==> src/qapf_pkg.sv <==
package qapf_pkg;

  localparam int PATTERN_MAX_DEF = 8;
  localparam int OFFSET_BITS_DEF = 16;
  localparam int RESULT_OFFSET_W = 16;

  localparam int APB_ADDR_W = 4;
  localparam int APB_DATA_W = 64;

  localparam logic REG_PATTERN_BYTES  = 1'b0;
  localparam logic REG_PATTERN_LENGTH = 1'b1;

  localparam logic [7:0] CHAR_DQUOTE    = 8'h22;
  localparam logic [7:0] CHAR_SQUOTE    = 8'h27;
  localparam logic [7:0] CHAR_BACKTICK  = 8'h60;
  localparam logic [7:0] CHAR_BACKSLASH = 8'h5C;
  localparam logic [7:0] CHAR_LOWER_A   = 8'h61;
  localparam logic [7:0] CHAR_LOWER_Z   = 8'h7A;
  localparam logic [7:0] CASE_DELTA     = 8'h20;

  typedef struct packed {
    logic shift;
    logic clear;
  } qapf_step_t;

  function automatic logic [7:0] fold_case(input logic [7:0] c);
    logic [7:0] r;
    r = c;
    if (c >= CHAR_LOWER_A && c <= CHAR_LOWER_Z) begin
      r = c - CASE_DELTA;
    end
    return r;
  endfunction

endpackage

==> src/qapf_quote.sv <==
module qapf_quote
  import qapf_pkg::*;
(
  input  logic       clk,
  input  logic       rst,
  input  qapf_step_t step,
  input  logic [7:0] text_byte,
  output logic       elig
);

  logic [7:0] open_quote, open_quote_next;
  logic       escape_pending, escape_pending_next;

  always_comb begin
    open_quote_next     = open_quote;
    escape_pending_next = escape_pending;
    elig                = 1'b0;
    if (text_byte == open_quote) begin
      if (escape_pending) begin
        escape_pending_next = 1'b0;
      end else begin
        open_quote_next = '0;
      end
    end else if (open_quote != '0) begin
      escape_pending_next = !escape_pending && (text_byte == CHAR_BACKSLASH);
    end else if (text_byte == CHAR_DQUOTE || text_byte == CHAR_SQUOTE ||
                 text_byte == CHAR_BACKTICK) begin
      open_quote_next = text_byte;
    end else begin
      elig = 1'b1;
    end
  end

  always_ff @(posedge clk) begin
    if (rst) begin
      open_quote     <= '0;
      escape_pending <= 1'b0;
    end else if (step.shift) begin
      if (step.clear) begin
        open_quote     <= '0;
        escape_pending <= 1'b0;
      end else begin
        open_quote     <= open_quote_next;
        escape_pending <= escape_pending_next;
      end
    end
  end

endmodule

==> src/qapf_cell.sv <==
module qapf_cell
  import qapf_pkg::*;
(
  input  logic       clk,
  input  logic       rst,
  input  qapf_step_t step,
  input  logic [7:0] byte_in,
  input  logic       elig_in,
  input  logic [7:0] pat_byte,
  input  logic       in_use,
  output logic [7:0] byte_q,
  output logic       elig_q,
  output logic       hit
);

  logic [7:0] held_byte;
  logic       held_elig;

  // compares the byte about to enter this cell
  assign hit    = !in_use || (fold_case(byte_in) == fold_case(pat_byte));
  assign byte_q = held_byte;
  assign elig_q = held_elig;

  always_ff @(posedge clk) begin
    if (step.shift) begin
      held_byte <= byte_in;
    end
  end

  always_ff @(posedge clk) begin
    if (rst) begin
      held_elig <= 1'b0;
    end else if (step.shift) begin
      held_elig <= step.clear ? 1'b0 : elig_in;
    end
  end

endmodule

==> src/quote_aware_pattern_finder_unit.sv <==
// Channel  Direction  Handshake                  Payload
// text     in         text_valid / text_stall    text_byte, end_of_string
// result   out        result_valid / result_stall found, match_offset
// config   in         APB (psel, penable, ...)   pattern_bytes @0, pattern_length @8
//
// One item a cycle while text_stall is low: the window is a row of PATTERN_MAX cells shifted per byte,
// and all cells compare against the pattern in the same cycle.
// The result of a string is registered in the cycle after its last byte is accepted.
// text_stall is high only while a result is held and result_stall is high.
// Synchronous active-high reset; no clearing pass is needed.
module quote_aware_pattern_finder_unit
  import qapf_pkg::*;
#(
  parameter int PATTERN_MAX = PATTERN_MAX_DEF,
  parameter int OFFSET_BITS = OFFSET_BITS_DEF
) (
  input  logic                       clk,
  input  logic                       rst,
  input  logic                       text_valid,
  output logic                       text_stall,
  input  logic [7:0]                 text_byte,
  input  logic                       end_of_string,
  output logic                       result_valid,
  input  logic                       result_stall,
  output logic                       found,
  output logic [RESULT_OFFSET_W-1:0] match_offset,
  input  logic                       psel,
  input  logic                       penable,
  input  logic                       pwrite,
  input  logic [APB_ADDR_W-1:0]      paddr,
  input  logic [APB_DATA_W-1:0]      pwdata,
  output logic [APB_DATA_W-1:0]      prdata,
  output logic                       pready
);

  localparam int LEN_BITS = $clog2(PATTERN_MAX + 1);
  localparam int IDX_BITS = (PATTERN_MAX > 1) ? $clog2(PATTERN_MAX) : 1;
  localparam logic [OFFSET_BITS-1:0] OFF_MAX = '1;

  logic [63:0] pattern_bytes;
  logic [3:0]  pattern_length;

  logic       accept;
  qapf_step_t step;
  logic       elig;

  logic [7:0] in_byte [0:PATTERN_MAX-1];
  logic       in_elig [0:PATTERN_MAX-1];
  logic [7:0] pat_sel [0:PATTERN_MAX-1];
  logic [7:0] pat     [0:PATTERN_MAX-1];
  logic [PATTERN_MAX-1:0] in_use;
  logic [PATTERN_MAX-1:0] hit;

  logic [LEN_BITS-1:0] len;
  logic [LEN_BITS-1:0] lm1;

  logic [OFFSET_BITS-1:0] byte_offset, byte_offset_next;
  logic                   match_seen, match_seen_next;
  logic [OFFSET_BITS-1:0] match_start, match_start_next;
  logic [OFFSET_BITS-1:0] cand_start;
  logic                   match_now;
  logic [OFFSET_BITS-1:0] result_value;
  logic [RESULT_OFFSET_W-1:0] result_narrow;

  // configuration
  assign pready = 1'b1;
  assign prdata = (paddr[3] == REG_PATTERN_LENGTH) ? {60'd0, pattern_length} : pattern_bytes;

  always_ff @(posedge clk) begin
    if (rst) begin
      pattern_bytes  <= '0;
      pattern_length <= '0;
    end else if (psel && penable && pwrite && pready) begin
      case (paddr[3])
        REG_PATTERN_BYTES:  pattern_bytes  <= pwdata;
        REG_PATTERN_LENGTH: pattern_length <= pwdata[3:0];
        default: ;
      endcase
    end
  end

  assign len = (pattern_length > 4'(PATTERN_MAX)) ? LEN_BITS'(PATTERN_MAX)
                                                  : pattern_length[LEN_BITS-1:0];
  assign lm1 = (len == '0) ? '0 : len - LEN_BITS'(1);

  // handshake
  assign text_stall  = result_valid && result_stall;
  assign accept      = text_valid && !text_stall;
  assign step.shift  = accept;
  assign step.clear  = end_of_string;

  qapf_quote u_quote (
    .clk       (clk),
    .rst       (rst),
    .step      (step),
    .text_byte (text_byte),
    .elig      (elig)
  );

  // pattern byte each cell must see: cell j holds window entry j
  always_comb begin
    logic [LEN_BITS-1:0] k;
    for (int j = 0; j < PATTERN_MAX; j++) begin
      pat[j] = pattern_bytes[8*j +: 8];
    end
    for (int j = 0; j < PATTERN_MAX; j++) begin
      in_use[j] = LEN_BITS'(j) < len;
      k         = lm1 - LEN_BITS'(j);
      pat_sel[j] = pat[k[IDX_BITS-1:0]];
    end
  end

  assign in_byte[0] = text_byte;
  assign in_elig[0] = elig;

  for (genvar j = 0; j < PATTERN_MAX; j++) begin : g_cell
    if (j < PATTERN_MAX - 1) begin : g_mid
      qapf_cell u_cell (
        .clk      (clk),
        .rst      (rst),
        .step     (step),
        .byte_in  (in_byte[j]),
        .elig_in  (in_elig[j]),
        .pat_byte (pat_sel[j]),
        .in_use   (in_use[j]),
        .byte_q   (in_byte[j+1]),
        .elig_q   (in_elig[j+1]),
        .hit      (hit[j])
      );
    end else begin : g_last
      qapf_cell u_cell (
        .clk      (clk),
        .rst      (rst),
        .step     (step),
        .byte_in  (in_byte[j]),
        .elig_in  (in_elig[j]),
        .pat_byte (pat_sel[j]),
        .in_use   (in_use[j]),
        .byte_q   (),
        .elig_q   (),
        .hit      (hit[j])
      );
    end
  end

  // match and offset tracking
  assign match_now = !match_seen &&
                     ((len == '0) ? elig : (in_elig[lm1[IDX_BITS-1:0]] && (&hit)));

  assign cand_start = (byte_offset == OFF_MAX || byte_offset < OFFSET_BITS'(lm1))
                      ? OFF_MAX : byte_offset - OFFSET_BITS'(lm1);

  assign match_seen_next  = match_seen || match_now;
  assign match_start_next = match_now ? cand_start : match_start;
  assign byte_offset_next = (byte_offset == OFF_MAX) ? byte_offset
                                                     : byte_offset + OFFSET_BITS'(1);
  assign result_value     = match_seen_next ? match_start_next : byte_offset_next;

  if (OFFSET_BITS >= RESULT_OFFSET_W) begin : g_trunc
    assign result_narrow = result_value[RESULT_OFFSET_W-1:0];
  end else begin : g_ext
    assign result_narrow = {{(RESULT_OFFSET_W-OFFSET_BITS){1'b0}}, result_value};
  end

  always_ff @(posedge clk) begin
    if (rst) begin
      byte_offset <= '0;
      match_seen  <= 1'b0;
      match_start <= '0;
    end else if (accept) begin
      if (end_of_string) begin
        byte_offset <= '0;
        match_seen  <= 1'b0;
        match_start <= '0;
      end else begin
        byte_offset <= byte_offset_next;
        match_seen  <= match_seen_next;
        match_start <= match_start_next;
      end
    end
  end

  // result register
  always_ff @(posedge clk) begin
    if (rst) begin
      result_valid <= 1'b0;
    end else if (accept && end_of_string) begin
      result_valid <= 1'b1;
    end else if (!result_stall) begin
      result_valid <= 1'b0;
    end
  end

  always_ff @(posedge clk) begin
    if (accept && end_of_string) begin
      found        <= match_seen_next;
      match_offset <= result_narrow;
    end
  end

  a_new_result_from_last: assert property (@(posedge clk) disable iff (rst)
    $rose(result_valid) |-> $past(accept && end_of_string))
    else $error("result raised without a final item");

  a_clear_after_last: assert property (@(posedge clk) disable iff (rst)
    (accept && end_of_string) |=> (byte_offset == '0 && !match_seen))
    else $error("string state not cleared after final item");

  a_held_result_blocks: assert property (@(posedge clk) disable iff (rst)
    (result_valid && result_stall) |=> result_valid)
    else $error("held result dropped while stalled");

  a_match_sticky: assert property (@(posedge clk) disable iff (rst)
    (match_seen && !(accept && end_of_string)) |=> match_seen)
    else $error("match flag lost within a string");

endmodule
==> config.mk <==
export PLATFORM = sky130hd
export DESIGN_NAME = quote_aware_pattern_finder_unit
export DESIGN_NICKNAME = d
export VERILOG_FILES = /design/src/qapf_pkg.sv /design/src/qapf_quote.sv /design/src/qapf_cell.sv /design/src/quote_aware_pattern_finder_unit.sv
export SDC_FILE = /design/constraint.sdc
export NUM_CORES = 1
export LEC_CHECK = 0
export ABC_AREA = 0
export BUFFER_PORTS_ARGS = -buffer_cell sky130_fd_sc_hd__buf_2
export CORE_MARGIN = 2
export CORE_UTILIZATION = 50
export CTS_CLUSTER_SIZE = 8
export DETAILED_ROUTE_END_ITERATION = 10
export PLACE_DENSITY = 0.73
export REMOVE_ABC_BUFFERS = 1
export SLEW_MARGIN = 20
export SYNTH_ARGS = -nofsm -noshare
export SYNTH_HDL_FRONTEND = slang
export SYNTH_HIERARCHICAL = 1
export SYNTH_SLANG_ARGS = --single-unit
==> constraint.sdc <==
create_clock -name clk -period 6.15 [get_ports clk]
set_clock_uncertainty 0.05 [all_clocks]
set_input_delay 0.615 -clock clk [delete_from_list [all_inputs] [get_ports clk]]
set_output_delay 0.615 -clock clk [all_outputs]
set_load 0.05 [all_outputs]
==> metrics.md <==
| Metric | Value |
|---|---|
| ANT cells | `0` |
| CTS tree | `built` |
| CP most frequent cell | `mux2_1` |
| Sinks on Clock Net | `191` |
| Area Overhead vs Synth | `12.5%` |
| Vias in the first global route | `10900` |
| Post-route clock period utilization | `0.888` |
| P per Cell Area | `between 200 and 250 nW/um^2` |
| Grt total ovfl | `0` |
| Maximum capacitance violations | `0` |
| Vias | `between 10000 and 15000` |
| Core area | `around 25000 sq um` |
| Antenna violations before repair | `0` |
| Post-Syn Instances | `1556` |
| Worst-skew pair later-pin latency | `0.45 ns` |
| Cts hold-fix bufs | `0` |
| Unrepaired setup endpoints after global routing | `false` |
| Crit-path max FO | `18` |
| Placed cells | `around 2000` |
| Worst EP arrival | `about 5.7 ns` |
| Port bufs | `163` |
| Seq pwr share | `0.457` |
| Non-filler cells, final | `2007` |
| Pin count of the biggest net entering global routing | `98` |
| Clk root buf | `clkbuf_16` |
| P_leak | `6.31 nW` |
| GP Congestion | `0.949` |
| CP Data Required Time | `6.41 ns` |
| Peak supply drop | `0.172 mV` |
| Worst path cell trace | `clkinv_1 > nand3_1 > clkinv_2 > mux2i_1 > mux2_1 > inv_1 > ha_1 > and3_1 > a31oi_1 > xor2_1 > o41ai_2 > nand4_1 > or3_4 > a211oi_4 > nand2_2 > mux2_1 > o21ai_1` |
| Initial DRT Pass Iterations | `5` |
| Worst min-delay path category | `input port to flip-flop` |
| Fin nets | `1770` |
| Tot Pwr | `3.13 mW` |
| Worst path max stage delay | `roughly 0.57 ns` |
| Die area | `27200 sq um` |
| Setup crit start | `pattern_length[3]$_SDFFE_PP0P_` |
| Final Hold Vio Count | `0` |
| Internal power | `2.16 mW` |
| Io pins | `between 150 and 200` |
| WS Path Type | `flip-flop to flip-flop` |
| Die Y | `between 150 and 200 um` |
| Endpoint type of the worst setup path | `flip-flop` |
| Effective utilization at floorplan | `0.512` |
| CP max stage cell | `dfxtp_1` |
| Yosys Warn Count | `6` |
| FP Rows | `58` |
| Worst reg2reg path startpoint | `pattern_length[3]$_SDFFE_PP0P_` |
| Sw Ratio | `0.310` |
| Final setup vio count | `0` |
| First-pass GRT wire length | `between 50 and 60 mm` |
| Worst hold slack | `approximately 0.35 ns` |
| Buf/Inv on CP | `3` |
| Dpl hpwl | `between 20 and 30 mm` |
| DRC | `0` |
| Final Slew Violations | `0` |
| H-tree Lvls | `4` |
| Initial DRC count | `1039` |
| Fmax | `183 MHz` |
| Fin worst setup slack | `slightly below 0.7 ns` |
| Setup repair bufs after CTS | `0` |
| Cell Area, Synth | `13000 sq um` |
| Hold Startpoint | `pwdata[26]` |
| Placement Setup Slack | `0.744 ns` |
| Max Root-Sink Buffers | `2` |
| Clk slew on worst S/H paths | `0.08 ns` |
| Post-cts resize count | `0` |
| Slew margin rel. | `0.315` |
| Die X | `165 um` |
| Num CTS Buffers | `17` |
| Wire per inst | `18.1 um` |
| Slew at the pin with the worst max-slew slack | `1.03 ns` |
| Layout cell share with drive strength beyond 1 | `0.179` |
| GRT Total Usage | `0.265` |
| Psw | `0.972 mW` |
| Synth Area per Inst | `8.34 sq um` |
| DR vias/cell | `5.91` |
| Part of the power in combinational logic | `0.178` |
| Fin crit period | `5.46 ns` |
| Routed Antenna Nets | `0` |
| WL final | `36.2 mm` |
| Worst setup SP type | `flip-flop` |
| Status | `finished clean` |
| CP delay by family, top | `simple AND/OR/NAND/NOR gates` |
| Clk pwr share | `0.365` |
==> power by group through the flow <==
stage	combinational (mW)	clock (mW)	sequential, mW
3_3_place_gp	0.536	0	1.46
5_1_grt	0.608	1.20	1.44
3_5_place_dp	0.550	0	1.46
4_1_cts	0.553	1.15	1.43
6_report	0.557	1.14	1.43
2_1_floorplan	0.358	0	1.48
==> through the flow <==
step,TNS [ns],util,cell area (sq um)
final,0,0.576,14600
after global routing,0,0.576,14600
after CTS,0,0.576,14600
after detailed placement,0,0.553,14000
after global placement,0,0.553,14000
after floorplan,-60.37,-,12600
==> placed cells by master (no fill, tap or decap), types with 27 or more instances in the layout <==
cell,count
dfxtp_1,118
nand2_1,328
mux2i_1,111
o21ai_1,36
nand3_1,73
nor2_1,54
inv_1,48
edfxtp_1,73
nor2b_1,67
a31oi_1,27
mux2_2,36
a21oi_1,87
nor3_1,34
xor2_1,65
buf_2,162
xnor2_1,27
==> worst register-to-register path, cell delays in order, from the launching register on <==
cell	delay [ns]
dfxtp_1	0.57
clkinv_1	0.32
nand3_1	0.19
clkinv_2	0.39
mux2i_1	0.42
mux2_1	0.26
inv_1	0.09
ha_1	0.19
and3_1	0.18
a31oi_1	0.20
xor2_1	0.11
o41ai_2	0.33
nand4_1	0.23
or3_4	0.44
a211oi_4	0.38
nand2_2	0.40
mux2_1	0.46
o21ai_1	0.12
==> final timing paths <==
path	to	slack (ns)	cells after the start
worst max-delay path	match_offset[12]$_DFFE_PP_	0.69	17
worst min-delay path	pattern_bytes[26]$_SDFFE_PP0P_	0.35	3
worst max register to register	match_offset[12]$_DFFE_PP_	0.69	17
worst min register to register	match_start[14]$_SDFFE_PP0P_	0.42	1
==> cell type report <==
class / count / area, sq um
clock buffer: 18 / 429
clock inverter: 14 / 165
fill: 2278 / 10700
inverter: 52 / 196
multi-input combinational: 1223 / 7860
sequential: 191 / 4550
tap: 330 / 413
timing repair buffer: 179 / 976
==> registers in the layout, indices dropped and copies added, names as in the netlist <==
signal,cells
pattern_bytes,64
g_cell.g_mid.u_cell/byte_q,56
byte_offset,16
match_offset,16
match_start,16
u_quote/open_quote,8
g_cell.g_mid.u_cell/elig_q,7
pattern_length,4
found,1
match_seen,1
result_valid,1
u_quote/escape_pending,1
==> routing by layer <==
layer	global-route usage	routed length, um	part of all wire	vias to the layer above
met5	0	0	0	-
met4	0.104	1220	0.034	0
met3	0.0417	2580	0.071	65
met2	0.430	16700	0.46	462
met1	0.355	15800	0.44	5623
li1	-	-	-	5709
Note: power is estimated with default switching activity, not from simulation.
